## config.mk

```make
export PLATFORM = sky130hd
export DESIGN_NAME = rgb_to_hsv_convert_unit
export DESIGN_NICKNAME = d
export VERILOG_FILES = /design/src/rtl/rthsv_pkg.sv /design/src/rtl/rthsv_front.sv /design/src/rtl/rthsv_queue.sv /design/src/rtl/rthsv_back.sv /design/src/rtl/rgb_to_hsv_convert_unit.sv
export SDC_FILE = /design/constraint.sdc
export NUM_CORES = 1
export LEC_CHECK = 0
export BUFFER_PORTS_ARGS = -buffer_cell sky130_fd_sc_hd__buf_2
export CAP_MARGIN = 25
export CORE_MARGIN = 2
export CORE_UTILIZATION = 45
export DETAILED_ROUTE_END_ITERATION = 7
export GPL_TIMING_DRIVEN = 0
export RECOVER_POWER = 50
export SYNTH_ARGS = -nofsm -noshare
export SYNTH_HDL_FRONTEND = slang
export SYNTH_HIERARCHICAL = 1
export SYNTH_SLANG_ARGS = --single-unit
export TNS_END_PERCENT = 20
```

## constraint.sdc

```tcl
create_clock -name clk_i -period 11.6 [get_ports clk_i]
set_input_delay 2.32 -clock clk_i [delete_from_list [all_inputs] [get_ports clk_i]]
set_output_delay 2.32 -clock clk_i [all_outputs]
set_load 0.02 [all_outputs]
```

## src/rtl/rthsv_pkg.sv

```systemverilog
// shared constants, types and codes of the rgb to hsv converter
package rthsv_pkg;

  localparam int CHANNEL_BITS = 8;
  localparam int HUE_BITS     = 13;
  localparam int HUE_Q_BITS   = 10;
  localparam int HUE_SECTOR   = 960;
  localparam int HUE_CIRCLE   = 5760;
  localparam int HUE_NUM_BITS = CHANNEL_BITS + HUE_Q_BITS;
  localparam int SAT_NUM_BITS = 2 * CHANNEL_BITS;
  localparam int DIV_STAGES   = (HUE_Q_BITS > CHANNEL_BITS) ? HUE_Q_BITS : CHANNEL_BITS;
  localparam int QUEUE_DEPTH  = 2;
  localparam int QPTR_BITS    = $clog2(QUEUE_DEPTH);
  localparam int QCNT_BITS    = $clog2(QUEUE_DEPTH + 1);

  localparam logic [CHANNEL_BITS-1:0] CHAN_FULL = {CHANNEL_BITS{1'b1}};

  typedef enum logic [1:0] {
    SEC_RED,
    SEC_GREEN,
    SEC_BLUE
  } sector_e;

  typedef logic [CHANNEL_BITS-1:0] chan_t;

  // classified pixel handed from the front to the divider pipeline
  typedef struct packed {
    sector_e                   sector;
    logic                      neg;
    logic                      gray;
    logic [HUE_NUM_BITS-1:0]   hue_num;
    chan_t                     delta;
    logic [SAT_NUM_BITS-1:0]   sat_num;
    chan_t                     hi;
  } work_t;

  function automatic logic [HUE_BITS-1:0] sector_base(input sector_e sec);
    logic [HUE_BITS-1:0] base;
    case (sec)
      SEC_RED:   base = '0;
      SEC_GREEN: base = HUE_BITS'(2 * HUE_SECTOR);
      SEC_BLUE:  base = HUE_BITS'(4 * HUE_SECTOR);
      default:   base = '0;
    endcase
    return base;
  endfunction

endpackage

```

## src/rtl/rthsv_front.sv

```systemverilog
// front end: finds max and min, picks the hue sector and forms both dividends
module rthsv_front (
  input  logic                 start_i,
  input  logic                 busy_i,
  input  rthsv_pkg::chan_t     red_i,
  input  rthsv_pkg::chan_t     green_i,
  input  rthsv_pkg::chan_t     blue_i,
  output logic                 push_o,
  output rthsv_pkg::work_t     word_o
);
  import rthsv_pkg::*;

  chan_t                 hi, lo, mag;
  logic [CHANNEL_BITS:0] diff;
  sector_e               sec;

  always_comb begin
    if (red_i > green_i) begin
      sec = (red_i > blue_i) ? SEC_RED : SEC_BLUE;
    end else begin
      sec = (green_i > blue_i) ? SEC_GREEN : SEC_BLUE;
    end

    hi = red_i;
    if (green_i > hi) hi = green_i;
    if (blue_i > hi) hi = blue_i;
    lo = red_i;
    if (green_i < lo) lo = green_i;
    if (blue_i < lo) lo = blue_i;

    case (sec)
      SEC_RED:   diff = {1'b0, green_i} - {1'b0, blue_i};
      SEC_GREEN: diff = {1'b0, blue_i} - {1'b0, red_i};
      SEC_BLUE:  diff = {1'b0, red_i} - {1'b0, green_i};
      default:   diff = '0;
    endcase

    // sign and magnitude, the divider works on magnitudes only
    mag = diff[CHANNEL_BITS] ? CHANNEL_BITS'(-diff) : diff[CHANNEL_BITS-1:0];

    word_o.sector  = sec;
    word_o.neg     = diff[CHANNEL_BITS];
    word_o.gray    = (hi == lo);
    word_o.hue_num = HUE_NUM_BITS'(mag) * HUE_NUM_BITS'(HUE_SECTOR);
    word_o.delta   = hi - lo;
    word_o.sat_num = SAT_NUM_BITS'(hi - lo) * SAT_NUM_BITS'(CHAN_FULL);
    word_o.hi      = hi;
  end

  assign push_o = start_i && !busy_i;

endmodule

```

## src/rtl/rthsv_queue.sv

```systemverilog
// short queue between the front end and the divider pipeline
module rthsv_queue (
  input  logic                 clk_i,
  input  logic                 rst_ni,
  input  logic                 push_i,
  input  rthsv_pkg::work_t     push_word_i,
  input  logic                 pop_i,
  output logic                 pop_valid_o,
  output rthsv_pkg::work_t     pop_word_o,
  output logic                 full_o
);
  import rthsv_pkg::*;

  work_t                 slot_q [0:QUEUE_DEPTH-1];
  logic [QPTR_BITS-1:0]  wr_ptr_q, wr_ptr_d, rd_ptr_q, rd_ptr_d;
  logic [QCNT_BITS-1:0]  count_q, count_d;
  logic                  do_pop;

  assign pop_valid_o = (count_q != '0);
  assign full_o      = (count_q == QCNT_BITS'(QUEUE_DEPTH));
  assign pop_word_o  = slot_q[rd_ptr_q];
  assign do_pop      = pop_i && pop_valid_o;

  always_comb begin
    wr_ptr_d = wr_ptr_q;
    rd_ptr_d = rd_ptr_q;
    count_d  = count_q;
    if (push_i) begin
      wr_ptr_d = (wr_ptr_q == QPTR_BITS'(QUEUE_DEPTH - 1)) ? '0 : wr_ptr_q + 1'b1;
    end
    if (do_pop) begin
      rd_ptr_d = (rd_ptr_q == QPTR_BITS'(QUEUE_DEPTH - 1)) ? '0 : rd_ptr_q + 1'b1;
    end
    if (push_i && !do_pop) begin
      count_d = count_q + 1'b1;
    end else if (!push_i && do_pop) begin
      count_d = count_q - 1'b1;
    end
  end

  always_ff @(posedge clk_i or negedge rst_ni) begin
    if (!rst_ni) begin
      wr_ptr_q <= '0;
      rd_ptr_q <= '0;
      count_q  <= '0;
    end else begin
      wr_ptr_q <= wr_ptr_d;
      rd_ptr_q <= rd_ptr_d;
      count_q  <= count_d;
    end
  end

  always_ff @(posedge clk_i) begin
    if (push_i) begin
      slot_q[wr_ptr_q] <= push_word_i;
    end
  end

endmodule

```

## src/rtl/rthsv_back.sv

```systemverilog
// back end: pipelined restoring dividers for hue and saturation, then hue assembly
module rthsv_back (
  input  logic                           clk_i,
  input  logic                           rst_ni,
  input  logic                           in_valid_i,
  input  rthsv_pkg::work_t               in_word_i,
  output logic                           pop_o,
  output logic                           valid_o,
  output logic [rthsv_pkg::HUE_BITS-1:0] hue_o,
  output rthsv_pkg::chan_t               saturation_o,
  output rthsv_pkg::chan_t               brightness_o
);
  import rthsv_pkg::*;

  localparam int S = DIV_STAGES;

  logic [S:0]              vld_q;
  logic [HUE_NUM_BITS-1:0] hrem_q [0:S];
  logic [HUE_NUM_BITS-1:0] hrem_d [1:S];
  logic [HUE_Q_BITS-1:0]   hquo_q [0:S];
  logic [HUE_Q_BITS-1:0]   hquo_d [1:S];
  logic [SAT_NUM_BITS-1:0] srem_q [0:S];
  logic [SAT_NUM_BITS-1:0] srem_d [1:S];
  chan_t                   squo_q [0:S];
  chan_t                   squo_d [1:S];
  chan_t                   hden_q [0:S];
  chan_t                   sden_q [0:S];
  sector_e                 sec_q  [0:S];
  logic [S:0]              neg_q, gray_q;

  logic                    valid_q;
  logic [HUE_BITS-1:0]     hue_q, hue_d;
  chan_t                   sat_q, sat_d;
  chan_t                   bright_q;

  // the pipeline never stalls, so every queued word is taken at once
  assign pop_o = in_valid_i;

  always_comb begin
    logic [HUE_NUM_BITS-1:0] hsub;
    logic [SAT_NUM_BITS-1:0] ssub;
    int                      sh;
    for (int s = 0; s < S; s++) begin
      sh = S - 1 - s;
      hrem_d[s+1] = hrem_q[s];
      hquo_d[s+1] = hquo_q[s];
      srem_d[s+1] = srem_q[s];
      squo_d[s+1] = squo_q[s];
      hsub = HUE_NUM_BITS'(hden_q[s]) << sh;
      ssub = SAT_NUM_BITS'(sden_q[s]) << sh;
      // quotient bits shift in msb first, one per stage once the bit is in range
      if (sh < HUE_Q_BITS) begin
        if (hrem_q[s] >= hsub) begin
          hrem_d[s+1] = hrem_q[s] - hsub;
          hquo_d[s+1] = {hquo_q[s][HUE_Q_BITS-2:0], 1'b1};
        end else begin
          hquo_d[s+1] = {hquo_q[s][HUE_Q_BITS-2:0], 1'b0};
        end
      end
      if (sh < CHANNEL_BITS) begin
        if (srem_q[s] >= ssub) begin
          srem_d[s+1] = srem_q[s] - ssub;
          squo_d[s+1] = {squo_q[s][CHANNEL_BITS-2:0], 1'b1};
        end else begin
          squo_d[s+1] = {squo_q[s][CHANNEL_BITS-2:0], 1'b0};
        end
      end
    end
  end

  // sign and sector offset applied to the hue quotient; gray pixels give zero hue and saturation
  always_comb begin
    logic [HUE_BITS-1:0] q;
    logic [HUE_BITS-1:0] base;
    q    = HUE_BITS'(hquo_q[S]);
    base = sector_base(sec_q[S]);
    if (gray_q[S]) begin
      hue_d = '0;
      sat_d = '0;
    end else begin
      sat_d = squo_q[S];
      if (!neg_q[S]) begin
        hue_d = base + q;
      end else if (sec_q[S] == SEC_RED && q != '0) begin
        hue_d = HUE_BITS'(HUE_CIRCLE) - q;
      end else begin
        hue_d = base - q;
      end
    end
  end

  always_ff @(posedge clk_i or negedge rst_ni) begin
    if (!rst_ni) begin
      vld_q   <= '0;
      valid_q <= 1'b0;
    end else begin
      vld_q   <= {vld_q[S-1:0], in_valid_i};
      valid_q <= vld_q[S];
    end
  end

  always_ff @(posedge clk_i) begin
    hrem_q[0] <= in_word_i.hue_num;
    hquo_q[0] <= '0;
    srem_q[0] <= in_word_i.sat_num;
    squo_q[0] <= '0;
    hden_q[0] <= in_word_i.delta;
    sden_q[0] <= in_word_i.hi;
    sec_q[0]  <= in_word_i.sector;
    neg_q[0]  <= in_word_i.neg;
    gray_q[0] <= in_word_i.gray;
    for (int s = 1; s <= S; s++) begin
      hrem_q[s] <= hrem_d[s];
      hquo_q[s] <= hquo_d[s];
      srem_q[s] <= srem_d[s];
      squo_q[s] <= squo_d[s];
      hden_q[s] <= hden_q[s-1];
      sden_q[s] <= sden_q[s-1];
      sec_q[s]  <= sec_q[s-1];
      neg_q[s]  <= neg_q[s-1];
      gray_q[s] <= gray_q[s-1];
    end
    hue_q    <= hue_d;
    sat_q    <= sat_d;
    bright_q <= sden_q[S];
  end

  assign valid_o      = valid_q;
  assign hue_o        = hue_q;
  assign saturation_o = sat_q;
  assign brightness_o = bright_q;

endmodule

```

## src/rtl/rgb_to_hsv_convert_unit.sv

```systemverilog
// top level of the rgb to hsv converter: front end, queue and divider pipeline
//
//   channel   ports                              handshake
//   pixel in  red_i green_i blue_i               start_i high, busy_o low
//   hsv out   hue_o saturation_o brightness_o    valid_o strobe, one cycle
//
// one pixel per clock sustained; each word passes through a queue slot, the
// operand load, one stage per quotient bit of the 10-bit hue divider and the
// output register. reset clears the queue and all valid flags. the receiver
// cannot stall, so the pipeline always advances and busy_o only rises if
// the queue ever fills.
module rgb_to_hsv_convert_unit (
  input  logic                           clk_i,
  input  logic                           rst_ni,
  input  logic                           start_i,
  output logic                           busy_o,
  input  rthsv_pkg::chan_t               red_i,
  input  rthsv_pkg::chan_t               green_i,
  input  rthsv_pkg::chan_t               blue_i,
  output logic                           valid_o,
  output logic [rthsv_pkg::HUE_BITS-1:0] hue_o,
  output rthsv_pkg::chan_t               saturation_o,
  output rthsv_pkg::chan_t               brightness_o
);
  import rthsv_pkg::*;

  logic  push, pop, pop_valid, full;
  work_t push_word, pop_word;

  assign busy_o = full;

  rthsv_front u_front (
    .start_i (start_i),
    .busy_i  (full),
    .red_i   (red_i),
    .green_i (green_i),
    .blue_i  (blue_i),
    .push_o  (push),
    .word_o  (push_word)
  );

  rthsv_queue u_queue (
    .clk_i       (clk_i),
    .rst_ni      (rst_ni),
    .push_i      (push),
    .push_word_i (push_word),
    .pop_i       (pop),
    .pop_valid_o (pop_valid),
    .pop_word_o  (pop_word),
    .full_o      (full)
  );

  rthsv_back u_back (
    .clk_i        (clk_i),
    .rst_ni       (rst_ni),
    .in_valid_i   (pop_valid),
    .in_word_i    (pop_word),
    .pop_o        (pop),
    .valid_o      (valid_o),
    .hue_o        (hue_o),
    .saturation_o (saturation_o),
    .brightness_o (brightness_o)
  );

  // hue always lands inside one turn
  assert property (@(posedge clk_i) disable iff (!rst_ni)
    valid_o |-> (hue_o < HUE_BITS'(HUE_CIRCLE)))
    else $error("hue out of range");

  // black pixel gives zero hue and zero saturation
  assert property (@(posedge clk_i) disable iff (!rst_ni)
    (valid_o && brightness_o == '0) |-> (hue_o == '0 && saturation_o == '0))
    else $error("black pixel not zero");

  // the back end drains every cycle, so the queue never fills
  assert property (@(posedge clk_i) disable iff (!rst_ni)
    !busy_o)
    else $error("queue filled up");

  // a queued word is always taken by the back end in the same cycle
  assert property (@(posedge clk_i) disable iff (!rst_ni)
    pop_valid |-> pop)
    else $error("queued word not taken");

endmodule
```

### Yosys cells after proc, flatten, opt, wreduce, memory -nomap -nowiden

Memory sizes are Yosys's and may differ from the RTL's. A register that Yosys moved wholly into a read port is not among the register bits.
Cells that the tools add are included.

* muxes and demuxes: 54
* reduce and logical (&&, ||, !) cells: 12
* order comparisons: 25
* $mul: 2
* equal/unequal tests: 6
* add/subtract/negate cells: 31

Operator list (number)
* two-way mux 18 bit: 10
* two-way mux 16 bit: 8
* greater-than comparator 8 bit: 5
* two-way mux 8 bit: 5
* subtractor 8 x 8 -> 9 bit: 4
* one-hot mux 9 bit (3 select lines): 1
* two-way mux 13 bit: 2
* one-hot mux 12 bit (2 select lines): 1
* two-way mux 1 bit: 22
* >= comparator 18 x 10 -> 1 bit: 1
* >= comparator 18 x 11 -> 1 bit: 1
* >= comparator 18 x 12 -> 1 bit: 1
* >= comparator 18 x 13 -> 1 bit: 1
* >= comparator 18 x 14 -> 1 bit: 1
* >= comparator 18 x 15 -> 1 bit: 1
* >= comparator 18 x 16 -> 1 bit: 1
* >= comparator 18 x 17 -> 1 bit: 1
* >= comparator 18 x 8 -> 1 bit: 1
* >= comparator 18 x 9 -> 1 bit: 1
* subtractor 18 x 10 -> 18 bit: 1
* subtractor 18 x 11 -> 18 bit: 1
* subtractor 18 x 12 -> 18 bit: 1
* subtractor 18 x 13 -> 18 bit: 1
* subtractor 18 x 14 -> 18 bit: 1
* 41 further kinds: 57

* bits of input ports: 27
* register bits: 51
* memories: 8
* output and inout port bits: 31
* memory bits (writable): 866

Memory list
* u_back.hrem_q: depth 11, width 18, read ports 10, clocked after memory_dff 0, wr ports 11, line rthsv_back.sv:18 `logic [HUE_NUM_BITS-1:0] hrem_q [0:S];`
* u_back.srem_q: depth 11, width 16, read ports 10, clocked after memory_dff 0, wr ports 11, line rthsv_back.sv:22 `logic [SAT_NUM_BITS-1:0] srem_q [0:S];`
* u_back.hquo_q: depth 11, width 10, read ports 11, clocked after memory_dff 0, wr ports 11, line rthsv_back.sv:20 `logic [HUE_Q_BITS-1:0] hquo_q [0:S];`
* u_queue.slot_q: depth 2, width 48, read ports 1, clocked after memory_dff 0, wr ports 1, line rthsv_queue.sv:14 `work_t slot_q [0:QUEUE_DEPTH-1];`
* u_back.hden_q: depth 11, width 8, read ports 10, clocked after memory_dff 0, wr ports 11, line rthsv_back.sv:26 `chan_t hden_q [0:S];`
* u_back.sden_q: depth 11, width 8, read ports 11, clocked after memory_dff 1, wr ports 11, line rthsv_back.sv:27 `chan_t sden_q [0:S];`
* +2 memories

### Logic depth before layout (Yosys ltp)

* word-level depth: 8
* mapped depth: 44
* depth with buffers taken out: 43

### By module

Netlist, hierarchy kept.

Modules (own cells, without submodules)
* rthsv_back: cells each 2232, area each 24048.1 µm², instances 1, seq. area each 13753.2 µm²
* rthsv_front: cells each 699, area each 5326.4 µm², instances 1, seq. area each 0.0 µm²
* rthsv_queue: cells each 184, area each 4335.4 µm², instances 1, seq. area each 3343.2 µm²

### Least setup slack after synthesis

OpenSTA, ideal clock, no wires.

* path kind: input to register
* from: input port green_i[6]
* to: memory u_queue/slot_q[0][22] in the netlist's numbering, data pin
* library setup time: 265 ps
* path slack: 602 ps
* cell stages on the path: 41
* arrival: 10732 ps
* cell sequence: inv_1 ha_1 a211o_1 o31ai_4 nor2_1 clkbuf_1 a21oi_1 ha_1 a21oi_1 nor2b_1 o21ai_0 nand2b_1 clkbuf_1 o31ai_1 nor3_1 ha_1 fa_1 nor2b_1 [... 5 more ...] xnor2_1 xnor2_1 inv_1 ha_1 fa_1 inv_1 fa_1 fa_1 inv_1 ha_1 o21ai_0 a21boi_0 o21ai_0 a21boi_0 o21ai_0 a21boi_0 nor4_1 a311o_1

RTL lines
* start, declared: line rgb_to_hsv_convert_unit.sv:18 `input rthsv_pkg::chan_t green_i,`
* end, declared: line rthsv_queue.sv:14

==> run summary <==
Detailed Route WL: 64400 um
Shortest period the worst path allows: 11.04 ns
Cell depth of the worst min-delay path: 0
Most frequent CP cell: sky130_fd_sc_hd__o21ai_0
Area enclosed by the die boundary: 77100 sq um
First-pass iteration count of the detailed router: 7
Number of buffers on the longest clock path: 3
Metal3 WL: 2100 um
Global-route wire length before repair: 107000 um
Nets: 3609
Largest net degree at the start of global routing: 37
Height of the die: 278 um
Met1 layer wirelength in the final routing: 26200 um
Max-slew violations: 0
Wire length on met2: 33600 um
Layout area overhead: 11.9%
Final weighted congestion in routability-driven placement: 0.902
Die Width: 278 um
Depth of the CTS H-tree: 3
Library cell contributing the largest single delay on the critical path: sky130_fd_sc_hd__fa_1
Launch point of the critical path: green_i[1]
Distinct cell type count of the synthesized netlist: 96
Total count of hold-check failures in the final report: 0
Starting density of the core: 0.454
Average size of a mapped cell: 10.8 sq um
R2r setup slk: 8.48 ns
Floorplan core area: 74300 sq um
Area share of the largest cell type after synthesis: 0.399
Hold/Removal Path Class: register to register
Core occupancy in the finished layout: 0.507
Proportion of synthesized chip area in sequential cells: 0.507
Number of global-route vias before repair: 22500
Number of buffers added on ports: 57
Diodes inserted: 0
Origin of the worst min-delay path: u_back/sden_q[1][1]
Hold slack: 0.317 ns
Cell at the root of the clock tree: sky130_fd_sc_hd__clkbuf_16
Filler cell count: 6657
Maximum fanout along the worst path: 10
Worst Path Arrival: 11.37 ns
Max_cap viols: 0
Routed length per instance: 15.0 um
Startpoint kind of the worst setup timing path: primary input
Highest attainable clock frequency: 90.6 MHz
Slew at the pin closest to its max-slew limit: 1.02 ns
Number of enable flip-flop cells after synthesis: 108
Required @ worst endpoint: 11.94 ns
Highest routing layer actually used: met4
Dominant register cell in the synthesized netlist: sky130_fd_sc_hd__dfxtp_1
Worst reg-to-reg path cell count: 9
Max-Slew Margin vs Limit: 0.318
CTS clock-pin slew for the worst setup and hold paths: 0.06 ns
Result of the run: finished, final reports clean
Clock tree sinks: 796
TritonCTS clock tree: built
Async SR Flop Fraction: 0.0201
Critical path class: primary input to register
Top library cells by usage in the layout, fill and taps aside: sky130_fd_sc_hd__dfxtp_1, sky130_fd_sc_hd__inv_1, sky130_fd_sc_hd__ha_1, sky130_fd_sc_hd__nor2_1, sky130_fd_sc_hd__a21oi_1
Synth top area cells: sky130_fd_sc_hd__dfxtp_1, sky130_fd_sc_hd__edfxtp_1, sky130_fd_sc_hd__ha_1
Via/cell ratio: 5.10
Total of warnings raised by yosys: 6
Count of mapped cells out of synthesis: 3115
Startpoint of the worst-slack reg-to-reg timing path: u_back/hden_q[8][1]
Critical path endpoint category: register
Total GRT Usage: 0.166
Final Skew: 0.0198 ns
Area of the mapped netlist: 33700 sq um
Share of the cycle needed by the critical path after routing: 0.951
Count of vias placed by the detailed router: 21900
Most frequent standard cell in the layout excluding fill and tap cells: sky130_fd_sc_hd__dfxtp_1
Clock buffers created by TritonCTS: 76
Critical R2R Capture: u_back/hrem_q[9][3]
Total overflow reported by the global router: 0
Hold Path Sink: u_back/sden_q[2][1]
Final number of setup-violating endpoints: 0
Later-pin clock latency in the skew report: 0.60 ns
DRC violation total after the first TritonRoute iteration: 1123
Maximum single-stage delay on the critical path: 0.57 ns
Initial antenna violation count: 1
#FFs+latches synth: 796
I/O pin count: 58
HPWL after detailed placement: 49300 um
DRC violation count after routing: 0
Proportion of layout cells with a drive suffix above 1: 0.0927
Cell taking the most area after synthesis: sky130_fd_sc_hd__dfxtp_1
DRT antenna net count: 0
Number of standard-cell rows in the floorplan: 100
==> logic make-up after synthesis <==
kind of cell	share of synthesized area
AND/OR/NAND/NOR	0.108
flip-flops	0.507
multiplexers	0.0349
other	0.000111
XOR/XNOR	0.0486
AO/OA/AOI/OAI	0.119
buffers and inverters	0.0486
adder cells (fa/ha/maj)	0.134
==> per-stage QoR <==
step           setup slack, ns  cell area (sq um)  instances  TNS [ns]
2_1_floorplan            0.602              33700       3120         0
3_3_place_gp            -0.812              35200       4146     -3.79
3_5_place_dp            -0.986              35300       4149     -5.71
4_1_cts                0.00791              37800       4285         0
5_1_grt                -0.0311              37700       4292   -0.0621
6_report                 0.564              37700       4292         0
==> synth_stat cells, types with 8 or more instances <==
| master | number |
|---|---|
| sky130_fd_sc_hd__dfxtp_1 | 672 |
| sky130_fd_sc_hd__nor3_1 | 61 |
| sky130_fd_sc_hd__o211ai_1 | 8 |
| sky130_fd_sc_hd__inv_1 | 342 |
| sky130_fd_sc_hd__o31a_1 | 23 |
| sky130_fd_sc_hd__fa_1 | 70 |
| sky130_fd_sc_hd__xnor2_1 | 119 |
| sky130_fd_sc_hd__nor2_1 | 218 |
| sky130_fd_sc_hd__a211oi_1 | 23 |
| sky130_fd_sc_hd__nor4b_1 | 8 |
| sky130_fd_sc_hd__and2_1 | 8 |
| sky130_fd_sc_hd__ha_1 | 247 |
| sky130_fd_sc_hd__clkbuf_1 | 29 |
| sky130_fd_sc_hd__nor2b_1 | 54 |
| sky130_fd_sc_hd__mux2_4 | 52 |
| sky130_fd_sc_hd__xor2_1 | 68 |
| sky130_fd_sc_hd__nand3_1 | 49 |
| sky130_fd_sc_hd__dfrtp_1 | 16 |
| sky130_fd_sc_hd__or3_1 | 17 |
| sky130_fd_sc_hd__mux2_2 | 29 |
| sky130_fd_sc_hd__buf_4 | 9 |
| sky130_fd_sc_hd__o21a_1 | 38 |
| sky130_fd_sc_hd__o31ai_1 | 22 |
| sky130_fd_sc_hd__nor4_1 | 30 |
| sky130_fd_sc_hd__or2_2 | 9 |
| sky130_fd_sc_hd__and3_1 | 16 |
| sky130_fd_sc_hd__a211o_1 | 8 |
| sky130_fd_sc_hd__nand4_1 | 23 |
| sky130_fd_sc_hd__edfxtp_1 | 108 |
| sky130_fd_sc_hd__a21boi_0 | 11 |
| sky130_fd_sc_hd__nand2_1 | 120 |
| sky130_fd_sc_hd__or4_1 | 13 |
| sky130_fd_sc_hd__a21o_1 | 47 |
| sky130_fd_sc_hd__o21ai_0 | 136 |
| sky130_fd_sc_hd__a31oi_1 | 16 |
| sky130_fd_sc_hd__o21bai_1 | 15 |
| sky130_fd_sc_hd__nand2b_1 | 44 |
| sky130_fd_sc_hd__a21oi_1 | 184 |
==> state kept, by name, summed over array words and instances (netlist names), 2 cells and up <==
register	flops
u_back/hue_o	13
u_back/brightness_o	8
u_back/squo_q	36
u_back/hrem_q	180
u_back/hquo_q	55
u_back/gray_q	11
u_back/srem_q	160
u_back/vld_q	11
u_back/hden_q	80
u_queue/slot_q	108
u_queue/count_q	2
u_back/sden_q	88
u_back/sec_q	22
u_back/neg_q	11
u_back/saturation_o	8
==> worst max-delay path: cells and delay by family <==
family          cells  cell delay, ns
buf+inv             8            1.10
xor+xnor            1            0.24
fa+ha+maj           8            3.19
compound gates     20            3.80
simple gates        6            0.69
==> timing repair <==
| action | 4_1_cts | 5_1_grt |
|---|---|---|
| hold buffers | 0 | 0 |
| endpoints found under the setup margin | 4 | 8 |
| pin swaps | 1 | 5 |
| setup buffers | 0 | 9 |
| resized for setup | 4 | 30 |
==> worst max-delay path by stage <==
| stage | to | slack, ns | depth (start not counted) |
|---|---|---|---|
| 3_3_place_gp | u_queue/slot_q[0][22] | -0.81 | 42 |
| 3_5_place_dp | u_queue/slot_q[0][22] | -0.99 | 42 |
| 5_1_grt | u_queue/slot_q[1][22] | -0.03 | 44 |
| 6_report | u_queue/slot_q[1][22] | 0.56 | 43 |
| 2_1_floorplan | u_queue/slot_q[0][22] | 0.60 | 41 |
| 4_1_cts | u_queue/slot_q[1][22] | 0.008 | 40 |
==> final cells by class <==
class	instances	area, sq um	area share
inverters	342	1280	0.0340
well taps	969	1210	0.0321
repair buffers	69	397	0.0105
multi-input cells	1929	14900	0.396
plain buffers	51	270	0.00717
clock inverters	22	240	0.00637
clock buffers	114	2270	0.0602
flip-flops and latches	796	17100	0.453
==> routing by layer <==
layer | track usage | vias to the layer above
met4 | 0.0779 | 0
met5 | 0 | -
met2 | 0.316 | 415
met3 | 0.0235 | 153
met1 | 0.180 | 10300
li1 | - | 11000
Power is left out: the tool's default activity adds up to more than one toggle a clock period on the data nets, which glitch-free logic cannot reach.
